[config.mk]
export PLATFORM = sky130hd
export DESIGN_NAME = pulse_energy_top_sum
export DESIGN_NICKNAME = d
export VERILOG_FILES = /design/src/pets_pkg.sv /design/src/pets_fifo.sv /design/src/pets_front.sv /design/src/pets_back.sv /design/src/pulse_energy_top_sum.sv
export SDC_FILE = /design/constraint.sdc
export NUM_CORES = 2
export LEC_CHECK = 0
export BUFFER_PORTS_ARGS = -buffer_cell sky130_fd_sc_hd__buf_2
export CAP_MARGIN = 10
export CORE_ASPECT_RATIO = 0.75
export CORE_MARGIN = 3
export CORE_UTILIZATION = 45
export CTS_CLUSTER_SIZE = 30
export DETAILED_ROUTE_END_ITERATION = 7
export PLACE_DENSITY = 0.71
export SLEW_MARGIN = 40
export SYNTH_ARGS = -nofsm -noshare
export SYNTH_HDL_FRONTEND = slang
export SYNTH_HIERARCHICAL = 1
export SYNTH_SLANG_ARGS = --single-unit
[constraint.sdc]
create_clock -name clk_i -period 12.91 [get_ports clk_i]
set_input_delay 3.873 -clock clk_i [delete_from_list [all_inputs] [get_ports clk_i]]
set_output_delay 3.873 -clock clk_i [all_outputs]
set_load 0.02 [all_outputs]
[src/pets_pkg.sv]
// ----------------------------------------------------------------------------
// pets_pkg
// Shared constants and types of the pulse energy top-sum block.
// ----------------------------------------------------------------------------
`default_nettype none

package pets_pkg;

  // parameter defaults
  localparam int NUM_SAMPLES_DEF = 20;
  localparam int PED_SAMPLES_DEF = 3;
  localparam int TOP_COUNT_DEF   = 4;
  localparam int ADC_BITS_DEF    = 10;

  // fixed field widths
  localparam int TOT_W     = 12;
  localparam int GAIN_W    = 16;
  localparam int GAIN_FRAC = 14;
  localparam int ENERGY_W  = 15;

  // configuration port
  localparam int CFG_IDX_W  = 2;
  localparam int CFG_DATA_W = 12;

  localparam logic [CFG_IDX_W-1:0] REG_TOT_MODE      = CFG_IDX_W'(0);
  localparam logic [CFG_IDX_W-1:0] REG_TOT_THRESHOLD = CFG_IDX_W'(1);

  localparam logic [TOT_W-1:0] TOT_THRESHOLD_RST = TOT_W'(50);

  // job queue between front and back, power of two
  localparam int QUEUE_DEPTH = 2;

  // per-channel flags that ride along with a job
  typedef struct packed {
    logic             use_tot;
    logic [TOT_W-1:0] first_tot;
    logic             tot_over;
  } job_meta_t;

endpackage

`default_nettype wire

[src/pets_fifo.sv]
// ----------------------------------------------------------------------------
// pets_fifo
// Short register queue holding finished channel jobs for the back end.
// ----------------------------------------------------------------------------
`default_nettype none

module pets_fifo #(
  parameter int WIDTH = 8
) (
  input  wire logic             clk_i,
  input  wire logic             rst_ni,
  input  wire logic             wr_en_i,
  input  wire logic [WIDTH-1:0] wr_data_i,
  input  wire logic             rd_en_i,
  output logic      [WIDTH-1:0] rd_data_o,
  output logic                  full_o,
  output logic                  empty_o
);
  import pets_pkg::*;

  localparam int PTR_W = (QUEUE_DEPTH > 1) ? $clog2(QUEUE_DEPTH) : 1;
  localparam int CNT_W = $clog2(QUEUE_DEPTH + 1);

  logic [WIDTH-1:0] mem_q [QUEUE_DEPTH];
  logic [PTR_W-1:0] wr_ptr_q, rd_ptr_q;
  logic [CNT_W-1:0] cnt_q, cnt_d;

  assign full_o    = (cnt_q == CNT_W'(QUEUE_DEPTH));
  assign empty_o   = (cnt_q == '0);
  assign rd_data_o = mem_q[rd_ptr_q];

  always_comb begin
    cnt_d = cnt_q;
    if (wr_en_i && !rd_en_i) begin
      cnt_d = cnt_q + CNT_W'(1);
    end else if (rd_en_i && !wr_en_i) begin
      cnt_d = cnt_q - CNT_W'(1);
    end
  end

  always_ff @(posedge clk_i or negedge rst_ni) begin
    if (!rst_ni) begin
      wr_ptr_q <= '0;
      rd_ptr_q <= '0;
      cnt_q    <= '0;
    end else begin
      cnt_q <= cnt_d;
      if (wr_en_i) begin
        wr_ptr_q <= wr_ptr_q + PTR_W'(1);
      end
      if (rd_en_i) begin
        rd_ptr_q <= rd_ptr_q + PTR_W'(1);
      end
    end
  end

  always_ff @(posedge clk_i) begin
    if (wr_en_i) begin
      mem_q[wr_ptr_q] <= wr_data_i;
    end
  end

endmodule

`default_nettype wire

[src/pets_front.sv]
// ----------------------------------------------------------------------------
// pets_front
// Sample intake: pedestal sum, sorted top-N list, ToT tracking, job push.
// ----------------------------------------------------------------------------
`default_nettype none

module pets_front #(
  parameter int NUM_SAMPLES = 20,
  parameter int PED_SAMPLES = 3,
  parameter int TOP_COUNT   = 4,
  parameter int ADC_BITS    = 10,
  parameter int PED_W       = ADC_BITS + $clog2(PED_SAMPLES + 1),
  parameter int TSUM_W      = ADC_BITS + $clog2(TOP_COUNT + 1),
  parameter int FILL_W      = $clog2(TOP_COUNT + 1)
) (
  input  wire logic                        clk_i,
  input  wire logic                        rst_ni,
  input  wire logic                        in_valid_i,
  output logic                             in_stall_o,
  input  wire logic [ADC_BITS-1:0]         sample_adc_i,
  input  wire logic [pets_pkg::TOT_W-1:0]  sample_tot_i,
  input  wire logic [pets_pkg::GAIN_W-1:0] channel_gain_i,
  input  wire logic                        tot_mode_i,
  input  wire logic [pets_pkg::TOT_W-1:0]  tot_threshold_i,
  input  wire logic                        q_full_i,
  output logic                             push_o,
  output logic      [PED_W-1:0]            job_ped_o,
  output logic      [TSUM_W-1:0]           job_tsum_o,
  output logic      [FILL_W-1:0]           job_fill_o,
  output logic      [pets_pkg::GAIN_W-1:0] job_gain_o,
  output pets_pkg::job_meta_t              job_meta_o
);
  import pets_pkg::*;

  localparam int CNT_W = $clog2(NUM_SAMPLES);

  logic [CNT_W-1:0]    count_q, count_d;
  logic [PED_W-1:0]    ped_q, ped_d, ped_nx;
  logic [TSUM_W-1:0]   tsum_q, tsum_d, tsum_nx;
  logic [FILL_W-1:0]   fill_q, fill_d, fill_nx;
  logic [ADC_BITS-1:0] top_q [TOP_COUNT];
  logic [ADC_BITS-1:0] top_d [TOP_COUNT];
  logic [ADC_BITS-1:0] top_ins [TOP_COUNT];
  logic [TOT_W-1:0]    ftot_q, ftot_d, ftot_nx;
  logic                over_q, over_d, over_nx;

  logic [TOP_COUNT-1:0] keep;
  logic                 accept, is_last, is_ped, do_ins, full_list;
  logic [ADC_BITS-1:0]  dropped;

  assign in_stall_o = q_full_i;
  assign accept     = in_valid_i && !q_full_i;
  assign is_last    = (count_q == CNT_W'(NUM_SAMPLES - 1));
  assign is_ped     = (count_q < CNT_W'(PED_SAMPLES));

  // insertion cells: an entry stays if it is valid and not below the new sample,
  // the first entry that does not stay takes the sample, the rest shift down
  for (genvar k = 0; k < TOP_COUNT; k++) begin : g_cell
    assign keep[k] = (FILL_W'(k) < fill_q) && (top_q[k] >= sample_adc_i);
    if (k == 0) begin : g_head
      assign top_ins[k] = keep[k] ? top_q[k] : sample_adc_i;
    end else begin : g_body
      assign top_ins[k] = keep[k]     ? top_q[k]     :
                          keep[k - 1] ? sample_adc_i : top_q[k - 1];
    end
  end

  assign full_list = (fill_q == FILL_W'(TOP_COUNT));
  assign do_ins    = !keep[TOP_COUNT-1];
  assign dropped   = full_list ? top_q[TOP_COUNT-1] : '0;

  always_comb begin
    ped_nx  = ped_q;
    tsum_nx = tsum_q;
    fill_nx = fill_q;
    if (is_ped) begin
      ped_nx = ped_q + PED_W'(sample_adc_i);
    end else if (do_ins) begin
      tsum_nx = tsum_q + TSUM_W'(sample_adc_i) - TSUM_W'(dropped);
      if (!full_list) begin
        fill_nx = fill_q + FILL_W'(1);
      end
    end
    ftot_nx = ((ftot_q == '0) && (sample_tot_i != '0)) ? sample_tot_i : ftot_q;
    over_nx = over_q || (sample_tot_i > tot_threshold_i);
  end

  always_comb begin
    count_d = count_q;
    ped_d   = ped_q;
    tsum_d  = tsum_q;
    fill_d  = fill_q;
    top_d   = top_q;
    ftot_d  = ftot_q;
    over_d  = over_q;
    if (accept) begin
      if (is_last) begin
        count_d = '0;
        ped_d   = '0;
        tsum_d  = '0;
        fill_d  = '0;
        ftot_d  = '0;
        over_d  = 1'b0;
        for (int i = 0; i < TOP_COUNT; i++) begin
          top_d[i] = '0;
        end
      end else begin
        count_d = count_q + CNT_W'(1);
        ped_d   = ped_nx;
        tsum_d  = tsum_nx;
        fill_d  = fill_nx;
        ftot_d  = ftot_nx;
        over_d  = over_nx;
        if (!is_ped && do_ins) begin
          top_d = top_ins;
        end
      end
    end
  end

  always_ff @(posedge clk_i or negedge rst_ni) begin
    if (!rst_ni) begin
      count_q <= '0;
      ped_q   <= '0;
      tsum_q  <= '0;
      fill_q  <= '0;
      ftot_q  <= '0;
      over_q  <= 1'b0;
      for (int i = 0; i < TOP_COUNT; i++) begin
        top_q[i] <= '0;
      end
    end else begin
      count_q <= count_d;
      ped_q   <= ped_d;
      tsum_q  <= tsum_d;
      fill_q  <= fill_d;
      ftot_q  <= ftot_d;
      over_q  <= over_d;
      top_q   <= top_d;
    end
  end

  assign push_o               = accept && is_last;
  assign job_ped_o            = ped_nx;
  assign job_tsum_o           = tsum_nx;
  assign job_fill_o           = fill_nx;
  assign job_gain_o           = channel_gain_i;
  assign job_meta_o.use_tot   = tot_mode_i && (ftot_nx != '0);
  assign job_meta_o.first_tot = ftot_nx;
  assign job_meta_o.tot_over  = over_nx;

endmodule

`default_nettype wire

[src/pets_back.sv]
// ----------------------------------------------------------------------------
// pets_back
// Energy pipeline: difference, gain multiply, saturate, floor divide, output.
// ----------------------------------------------------------------------------
`default_nettype none

module pets_back #(
  parameter int PED_SAMPLES = 3,
  parameter int TOP_COUNT   = 4,
  parameter int ADC_BITS    = 10,
  parameter int PED_W       = ADC_BITS + $clog2(PED_SAMPLES + 1),
  parameter int TSUM_W      = ADC_BITS + $clog2(TOP_COUNT + 1),
  parameter int FILL_W      = $clog2(TOP_COUNT + 1)
) (
  input  wire logic                          clk_i,
  input  wire logic                          rst_ni,
  input  wire logic                          q_empty_i,
  output logic                               pop_o,
  input  wire logic [PED_W-1:0]              job_ped_i,
  input  wire logic [TSUM_W-1:0]             job_tsum_i,
  input  wire logic [FILL_W-1:0]             job_fill_i,
  input  wire logic [pets_pkg::GAIN_W-1:0]   job_gain_i,
  input  wire pets_pkg::job_meta_t           job_meta_i,
  output logic                               out_valid_o,
  input  wire logic                          out_stall_i,
  output logic signed [pets_pkg::ENERGY_W-1:0] energy_out_o,
  output logic                               tot_used_o,
  output logic                               tot_over_o
);
  import pets_pkg::*;

  localparam int DIFF_W = ADC_BITS + $clog2(PED_SAMPLES + 1) + $clog2(TOP_COUNT + 1) + 1;
  localparam int NUM_W  = DIFF_W + GAIN_W + 1;
  localparam int YW     = NUM_W - 8;
  // offset value after clamping, always below 2^UW
  localparam int UW     = $clog2(32768 * PED_SAMPLES);
  localparam int RSH    = UW;
  localparam int MW     = RSH + 1;
  localparam logic [MW-1:0] RECIP = MW'((2 ** RSH) / PED_SAMPLES);
  localparam logic signed [YW-1:0] Y_LO = YW'(-16384 * PED_SAMPLES);
  localparam logic signed [YW-1:0] Y_HI = YW'(16384 * PED_SAMPLES - 1);

  logic en;
  logic v1_q, v2_q, v3_q, v4_q, out_valid_q;
  job_meta_t m1_q, m2_q, m3_q, m4_q;

  logic        [DIFF_W-1:0]   pos_term, neg_term;
  logic signed [DIFF_W-1:0]   diff_q;
  logic        [GAIN_W-1:0]   gain_q;
  logic signed [NUM_W-1:0]    num_d, num_q;
  logic signed [NUM_W+5:0]    num_ext;
  logic signed [YW-1:0]       y, y_cl, u_full;
  logic        [UW-1:0]       u3_q, u4_q, q0_d, q0_q, rem, q_fin;
  logic        [UW+MW-1:0]    prod;
  logic        [ENERGY_W-1:0] adc_e;
  logic signed [ENERGY_W-1:0] energy_q;
  logic                       used_q, over_q;

  // whole pipeline moves together whenever the output register can take data
  assign en    = !out_valid_q || !out_stall_i;
  assign pop_o = en && !q_empty_i;

  // stage 1: PED*topsum - filled*pedsum
  assign pos_term = DIFF_W'(job_tsum_i) * DIFF_W'(PED_SAMPLES);
  assign neg_term = DIFF_W'(job_fill_i) * DIFF_W'(job_ped_i);

  // stage 2: gain multiply
  assign num_d = diff_q * $signed({1'b0, gain_q});

  // stage 3: floor by 2^14, clamp to the range that maps onto the output,
  // then move to an unsigned offset for the divide
  assign num_ext = (NUM_W + 6)'(num_q);
  assign y       = $signed(num_ext[NUM_W+5:GAIN_FRAC]);
  assign y_cl    = (y < Y_LO) ? Y_LO : ((y > Y_HI) ? Y_HI : y);
  assign u_full  = y_cl - Y_LO;

  // stage 4: reciprocal estimate, at most one below the true quotient
  assign prod = (UW + MW)'(u3_q) * (UW + MW)'(RECIP);
  assign q0_d = prod[RSH+UW-1:RSH];

  // stage 5: one correction step; removing the offset flips the sign bit
  assign rem   = u4_q - q0_q * UW'(PED_SAMPLES);
  assign q_fin = (rem >= UW'(PED_SAMPLES)) ? q0_q + UW'(1) : q0_q;
  assign adc_e = {~q_fin[ENERGY_W-1], q_fin[ENERGY_W-2:0]};

  always_ff @(posedge clk_i or negedge rst_ni) begin
    if (!rst_ni) begin
      v1_q        <= 1'b0;
      v2_q        <= 1'b0;
      v3_q        <= 1'b0;
      v4_q        <= 1'b0;
      out_valid_q <= 1'b0;
    end else if (en) begin
      v1_q        <= pop_o;
      v2_q        <= v1_q;
      v3_q        <= v2_q;
      v4_q        <= v3_q;
      out_valid_q <= v4_q;
    end
  end

  always_ff @(posedge clk_i) begin
    if (en) begin
      diff_q <= $signed(pos_term - neg_term);
      gain_q <= job_gain_i;
      m1_q   <= job_meta_i;
      num_q  <= num_d;
      m2_q   <= m1_q;
      u3_q   <= u_full[UW-1:0];
      m3_q   <= m2_q;
      q0_q   <= q0_d;
      u4_q   <= u3_q;
      m4_q   <= m3_q;
      energy_q <= m4_q.use_tot ? $signed(ENERGY_W'(m4_q.first_tot)) : $signed(adc_e);
      used_q   <= m4_q.use_tot;
      over_q   <= m4_q.tot_over;
    end
  end

  assign out_valid_o  = out_valid_q;
  assign energy_out_o = energy_q;
  assign tot_used_o   = used_q;
  assign tot_over_o   = over_q;

endmodule

`default_nettype wire

[src/pulse_energy_top_sum.sv]
// ----------------------------------------------------------------------------
// pulse_energy_top_sum
// Pedestal-subtracted top-N peak sum per readout channel, with ToT override.
// ----------------------------------------------------------------------------
//  Channel  Direction  Handshake                  Payload
//  in       input      in_valid_i / in_stall_o     sample_adc_i, sample_tot_i,
//                                                  channel_gain_i
//  out      output     out_valid_o / out_stall_i   energy_out_o, tot_used_o,
//                                                  tot_over_o
//  cfg      input      cfg_valid_i / cfg_ready_o   cfg_index_i, cfg_data_i
//
//  One sample transfer per cycle while the input is not stalled; a channel is
//  NUM_SAMPLES transfers. After the last sample transfer of a channel its job
//  is written to the queue, then passes five back-end stages: difference, gain
//  multiply, clamp, reciprocal multiply, correction and output register.
//  Input stalls only while two finished channels wait behind a stalled output.
//  Reset is asynchronous, active low; configuration is always ready.
// ----------------------------------------------------------------------------
`default_nettype none

module pulse_energy_top_sum #(
  parameter int NUM_SAMPLES = pets_pkg::NUM_SAMPLES_DEF,
  parameter int PED_SAMPLES = pets_pkg::PED_SAMPLES_DEF,
  parameter int TOP_COUNT   = pets_pkg::TOP_COUNT_DEF,
  parameter int ADC_BITS    = pets_pkg::ADC_BITS_DEF
) (
  input  wire logic                              clk_i,
  input  wire logic                              rst_ni,
  input  wire logic                              in_valid_i,
  output logic                                   in_stall_o,
  input  wire logic [ADC_BITS-1:0]               sample_adc_i,
  input  wire logic [pets_pkg::TOT_W-1:0]        sample_tot_i,
  input  wire logic [pets_pkg::GAIN_W-1:0]       channel_gain_i,
  output logic                                   out_valid_o,
  input  wire logic                              out_stall_i,
  output logic signed [pets_pkg::ENERGY_W-1:0]   energy_out_o,
  output logic                                   tot_used_o,
  output logic                                   tot_over_o,
  input  wire logic                              cfg_valid_i,
  output logic                                   cfg_ready_o,
  input  wire logic [pets_pkg::CFG_IDX_W-1:0]    cfg_index_i,
  input  wire logic [pets_pkg::CFG_DATA_W-1:0]   cfg_data_i
);
  import pets_pkg::*;

  localparam int PED_W  = ADC_BITS + $clog2(PED_SAMPLES + 1);
  localparam int TSUM_W = ADC_BITS + $clog2(TOP_COUNT + 1);
  localparam int FILL_W = $clog2(TOP_COUNT + 1);
  localparam int JOB_W  = $bits(job_meta_t) + GAIN_W + FILL_W + TSUM_W + PED_W;

  logic             tot_mode_q;
  logic [TOT_W-1:0] tot_thr_q;

  logic              push, pop, q_full, q_empty;
  logic [JOB_W-1:0]  q_wdata, q_rdata;
  logic [PED_W-1:0]  f_ped, b_ped;
  logic [TSUM_W-1:0] f_tsum, b_tsum;
  logic [FILL_W-1:0] f_fill, b_fill;
  logic [GAIN_W-1:0] f_gain, b_gain;
  job_meta_t         f_meta, b_meta;

  assign cfg_ready_o = 1'b1;

  always_ff @(posedge clk_i or negedge rst_ni) begin
    if (!rst_ni) begin
      tot_mode_q <= 1'b0;
      tot_thr_q  <= TOT_THRESHOLD_RST;
    end else if (cfg_valid_i) begin
      case (cfg_index_i)
        REG_TOT_MODE: begin
          tot_mode_q <= cfg_data_i[0];
        end
        REG_TOT_THRESHOLD: begin
          tot_thr_q <= cfg_data_i[TOT_W-1:0];
        end
        default: begin
        end
      endcase
    end
  end

  pets_front #(
    .NUM_SAMPLES (NUM_SAMPLES),
    .PED_SAMPLES (PED_SAMPLES),
    .TOP_COUNT   (TOP_COUNT),
    .ADC_BITS    (ADC_BITS),
    .PED_W       (PED_W),
    .TSUM_W      (TSUM_W),
    .FILL_W      (FILL_W)
  ) u_front (
    .clk_i           (clk_i),
    .rst_ni          (rst_ni),
    .in_valid_i      (in_valid_i),
    .in_stall_o      (in_stall_o),
    .sample_adc_i    (sample_adc_i),
    .sample_tot_i    (sample_tot_i),
    .channel_gain_i  (channel_gain_i),
    .tot_mode_i      (tot_mode_q),
    .tot_threshold_i (tot_thr_q),
    .q_full_i        (q_full),
    .push_o          (push),
    .job_ped_o       (f_ped),
    .job_tsum_o      (f_tsum),
    .job_fill_o      (f_fill),
    .job_gain_o      (f_gain),
    .job_meta_o      (f_meta)
  );

  assign q_wdata = {f_meta, f_gain, f_fill, f_tsum, f_ped};
  assign {b_meta, b_gain, b_fill, b_tsum, b_ped} = q_rdata;

  pets_fifo #(
    .WIDTH (JOB_W)
  ) u_queue (
    .clk_i     (clk_i),
    .rst_ni    (rst_ni),
    .wr_en_i   (push),
    .wr_data_i (q_wdata),
    .rd_en_i   (pop),
    .rd_data_o (q_rdata),
    .full_o    (q_full),
    .empty_o   (q_empty)
  );

  pets_back #(
    .PED_SAMPLES (PED_SAMPLES),
    .TOP_COUNT   (TOP_COUNT),
    .ADC_BITS    (ADC_BITS),
    .PED_W       (PED_W),
    .TSUM_W      (TSUM_W),
    .FILL_W      (FILL_W)
  ) u_back (
    .clk_i        (clk_i),
    .rst_ni       (rst_ni),
    .q_empty_i    (q_empty),
    .pop_o        (pop),
    .job_ped_i    (b_ped),
    .job_tsum_i   (b_tsum),
    .job_fill_i   (b_fill),
    .job_gain_i   (b_gain),
    .job_meta_i   (b_meta),
    .out_valid_o  (out_valid_o),
    .out_stall_i  (out_stall_i),
    .energy_out_o (energy_out_o),
    .tot_used_o   (tot_used_o),
    .tot_over_o   (tot_over_o)
  );

endmodule

`default_nettype wire

== Word-level counts from Yosys, hierarchy flattened ==
Memories as Yosys holds them, arrays and structs flattened.
Index checks and enable logic that the tools add are counted.
Word-level totals
  register bits: 296
  latch bits: 0
  bits of input ports: 57
  memories kept: 1
  RAM bits: 116
  bits in read-only memories: 0
Cells by class
  $add $sub $neg: 13
  shift operators: 0
  muxes and demuxes: 31
  reduce and logical (&&, ||, !) cells: 35
  $mul: 5
  divide/modulo/power cells: 0
  magnitude comparators: 13
  equal/unequal tests: 8
  bitwise operators: 1
Memories
  u_queue.mem_q: words 2, width 58, read ports 1, clocked after memory_dff 0, wr ports 1, line pets_fifo.sv:24  | logic [WIDTH-1:0] mem_q [QUEUE_DEPTH];
Operators by type and width (number)
  $mux 10: 8
  $mux 40: 2
  $mux 12: 5
  $ge 10x10->1: 4
  $mux 13: 3
  $mux 17: 2
  $mul 16x17->33: 1
  $mul 17x15->32 const B: 1
  $reduce_bool 12->1: 2
  $gt 19x17->1 const B: 1
  $lt 19x17->1 const B: 1
  $ge 17x2->1 const B: 1
  $mul 16x2->17 const B: 1
  $sub 17x17->17: 1
  $sub 17x17->17 const B: 1
  $sub 15x15->16: 1
  $add 15x1->15 const B: 1
  $mul 13x2->15 const B: 1
  $mul 3x12->15: 1
  $mux 15: 1
  $add 13x10->13: 1
  $sub 13x10->13: 1
  $add 12x10->12: 1
  $gt 12x12->1: 1
  other kinds (26): 63

== Logic depth before layout (Yosys ltp) ==
  depth after elaboration: 8
  mapped depth: 23
  mapped depth without buffers: 22

== Cells and area by module ==
Netlist, hierarchy kept.
Modules (own cells, without submodules)
  pets_back: cells each 1981, area each 21323.0 um2, instances 1
  pets_front: cells each 741, area each 6786.5 um2, instances 1
  pets_fifo: cells each 197, area each 4418.0 um2, instances 1
  pulse_energy_top_sum: cells each 31, area each 563.0 um2, instances 1

== Worst setup path before layout ==
OpenSTA, ideal clock, no wires.
  kind: in2reg
  start: input port out_stall_i
  end: register u_back.v2_q
  arrival: 8274 ps
  cell stages on the path: 2
  path buffers: 0
  slack: 4551 ps
  setup time: 85 ps
  path through: nand2_1 mux2_2
On the way
  word-level cells in the longest chain between the ends: 2
Ends and longest elaborated chain
  start: declaration: line pulse_energy_top_sum.sv:35  | input wire logic out_stall_i,
  $logic_not 1->1: line pets_back.sv:60  | assign en = !out_valid_q || !out_stall_i;
  $logic_or 1x1->1: line pets_back.sv:60
  end signal: assignment: line pets_back.sv:95  | v2_q <= v1_q;
  end: declaration: line pets_back.sv:44  | logic v1_q, v2_q, v3_q, v4_q, out_valid_q;
No other way between the ends.
A chain may end at the register's enable or synchronous reset.

== Worst setup path in the final report ==
  start: register u_back.gain_q[2]
  end: register u_back.num_q[23] (data pin)
On the way
  word-level cells in the longest chain between the ends: 1
Ends and longest elaborated chain
  start: declaration: line pets_back.sv:49  | logic [GAIN_W-1:0] gain_q;
  start signal: assignment: line pets_back.sv:105  | gain_q <= job_gain_i;
  $mul 16x17->33: line pets_back.sv:68  | assign num_d = diff_q * $signed({1'b0, gain_q});
  named net u_back.num_d[23]: line pets_back.sv:50  | logic signed [NUM_W-1:0] num_d, num_q;
  end signal: assignment: line pets_back.sv:107  | num_q <= num_d;
  end: declaration: line pets_back.sv:50
The timed path passes the listed nets, and every way through them passes these cells.

==> results.md <==
- Status: completed
- First-pass GRT wire length: 115700 um
- Max Transition Viols Final: 0
- Clock Latency Late Sink: 590 ps
- Vias in the first global route: 21.06k
- # port buffers: 75
- H-Tree Depth: 2
- Ys async rst share: 0.2714
- CTS-repair resized insts: 0
- Detailed Place HPWL: 53580 um
- Largest net degree at the start of global routing: 86
- Die span in x: 319.1 um
- Cts bufs inserted: 44
- Clock sinks: 398
- Inst Count DP: 3896
- Main flop type after synthesis: edfxtp_1
- Fin area: 35770 um2
- Metal-1 WL: 34400 um
- Post-Syn Area per Cell: 11.22 um2
- MaxCap Viol Count: 0
- Worst EP arrival: 7040 ps
- Max-slew headroom: 0.4248
- Worst-Margin Slew: 862.9 ps
- Vias per Instance: 5.255
- Die Span Y: 240.8 um
- Area Overhead vs Synth: 8.111%
- Library cells used by synthesis: 87
- DR vias: 20.91k
- Initial antenna violation count: 3
- Met3 WL post-DR: 5245 um
- Final ANT Viol Nets: 0
- CTS tree: built
- Number of setup violations in the final report: 0
- Post-synth EDFFs: 290
- Hold Buf Count CTS: 0
- Skew final: 34.53 ps
- CP Max Fanout: 16
- Placed Area: 34270 um2
- Fmax achieved: 149.0 MHz
- DR WL/cell: 17.54 um
- Drt pass-1 iters: 5
- Top sig layer: met5
- Startpoint Class: flop
- Setup repair bufs after CTS: 0
- GPL Wtd Cong: 0.9368
- Worst hold path class: flop to flop
- Post-synthesis register bit count: 398
- Setup TNS: 0 ps
- Worst path required time: 13240 ps
- Io pins: 77
- Post-synthesis sequential area ratio: 0.3450
- Finished Layout Cells: 3980
- All-Layer GR Usage: 0.1872
- Critical path endpoint category: flop
- Drt total wl: 69830 um
- Area of the mapped netlist: 33090 um2
- Clk buf depth: 3
- Drt drc: 0
- RSZ-0062 raised after global routing: false
- Nets@finish: 3738
- Core ar.: 72320 um2
- Cells after Synth: 2950
- Clock Tree Root: clkbuf_16
- Yosys Warn Count: 6
- Syn Nets: 3702
- WL met2: 29260 um
- Crit path kind: flop to flop
- Final min period: 6711 ps
- Layout cell share with drive strength beyond 1: 0.09566
- DRT iter0 DRCs: 1596
- FP Rows: 85
- Hold Slack: 414.4 ps
- Total congestion overflow: 0
- Die ar.: 76860 um2
- Final Cycle Share: 0.5199
- Final hold viol count: 0
- Fillcell total: 6423
- Starting density of the core: 0.4576
- Clk slew on worst S/H paths: 70 ps
## path summary, 6_finish.rpt
kind                                       start                end  slack (ps)  cells after the start
worst max-delay path            u_back/gain_q[2]   u_back/num_q[23]        6200                     19
worst min-delay path             u_back/m2_q[11]    u_back/m3_q[11]         410                      0
worst max register to register  u_back/gain_q[2]   u_back/num_q[23]        6200                     19
worst min register to register   u_back/m2_q[11]    u_back/m3_q[11]         410                      0
max in group asynchronous                 rst_ni   u_queue/rd_ptr_q        8550                      2
min in group asynchronous                 rst_ni  u_front/top_q[21]        3250                      1
## registers in the layout (all words and copies together), names as in the netlist, 3 cells and up
signal / count
u_back/q0_q: 16
u_front/fill_q: 3
u_back/m4_q: 14
u_front/tsum_q: 13
tot_thr_q: 12
u_queue/mem_q: 116
u_back/diff_q: 16
u_back/u3_q: 17
u_back/energy_out_o: 15
u_back/m1_q: 14
u_back/gain_q: 16
u_back/num_q: 19
u_back/m2_q: 14
u_front/top_q: 40
u_back/u4_q: 17
u_front/ped_q: 12
u_front/count_q: 5
u_front/ftot_q: 12
u_back/m3_q: 14
## metrics by stage
step                  util  setup WS [ps]
floorplan                -           4551
global placement    0.4735           6169
detailed placement  0.4738           6114
CTS                 0.4943           6248
global route        0.4946           5729
finish              0.4947           6199
## cell usage after synthesis, drive strengths merged (23+ instances only)
library cell  number  area share
and2             130       0.025
nand2            255       0.029
xor2              27      0.0071
a21o              64       0.015
mux2i             35       0.011
xnor2             56       0.015
clkbuf            58      0.0069
fa               328        0.20
buf               39      0.0088
nand2b            23      0.0043
o21ai             95       0.015
ha               367        0.14
dfrtp            105       0.079
inv              496       0.056
a21oi             98       0.015
nor2              99       0.011
mux2              88       0.033
and3              23      0.0044
edfxtp           290        0.26
## per-layer routing
metal,vias up,global-route usage
li1,9941,-
met1,10317,0.2897
met2,579,0.2699
met3,74,0.04393
met4,2,0.03247
met5,-,0
## critical path, stage by stage (launching register included)
cell       delay [ps]
edfxtp_1          660
and2_1            300
fa_1              540
inv_1              60
fa_1              540
inv_1              50
ha_1              210
fa_1              570
fa_1              470
fa_1              510
ha_1              320
a2111oi_0         330
o21ai_0           140
o21ai_1           420
a21oi_1           170
or2_1             260
a21o_1            230
a311oi_1          390
o21ai_0           150
xor2_1            160
## final cells by class
cell class                      instances  area (um2)  share of cell area
Tap cell                              957        1197             0.03347
Sequential cell                       398       11420              0.3191
Timing Repair Buffer                   87       493.0             0.01378
Antenna cell                            2       5.005           0.0001399
Multi-Input combinational cell       1959       19320              0.5400
Clock inverter                         32       352.8            0.009863
Inverter                              496        1862             0.05204
Clock buffer                           49        1130             0.03158
## placed cells by master, fill, tap and decap left out, types with 60 or more instances in the layout
cell type	count
inv_1	494
ha_1	367
buf_2	74
mux2_2	64
nor2_1	97
a21o_1	60
dfrtp_1	104
o21ai_0	72
a21oi_1	98
fa_1	328
edfxtp_1	290
nand2_1	254
and2_1	129
## kinds of logic after synthesis
logic type / after synthesis / share of synthesized area
XOR/XNOR: 84 / 0.02265
buffers and inverters: 593 / 0.07199
flip-flops: 398 / 0.3450
multiplexers: 123 / 0.04363
adder cells (fa/ha/maj): 695 / 0.3372
AO/OA/AOI/OAI: 411 / 0.08364
other: 1 / 0.0001133
AND/OR/NAND/NOR: 645 / 0.09581
Power is left out: the tool's default activity adds up to more than one toggle a clock period on the data nets, which glitch-free logic cannot reach.
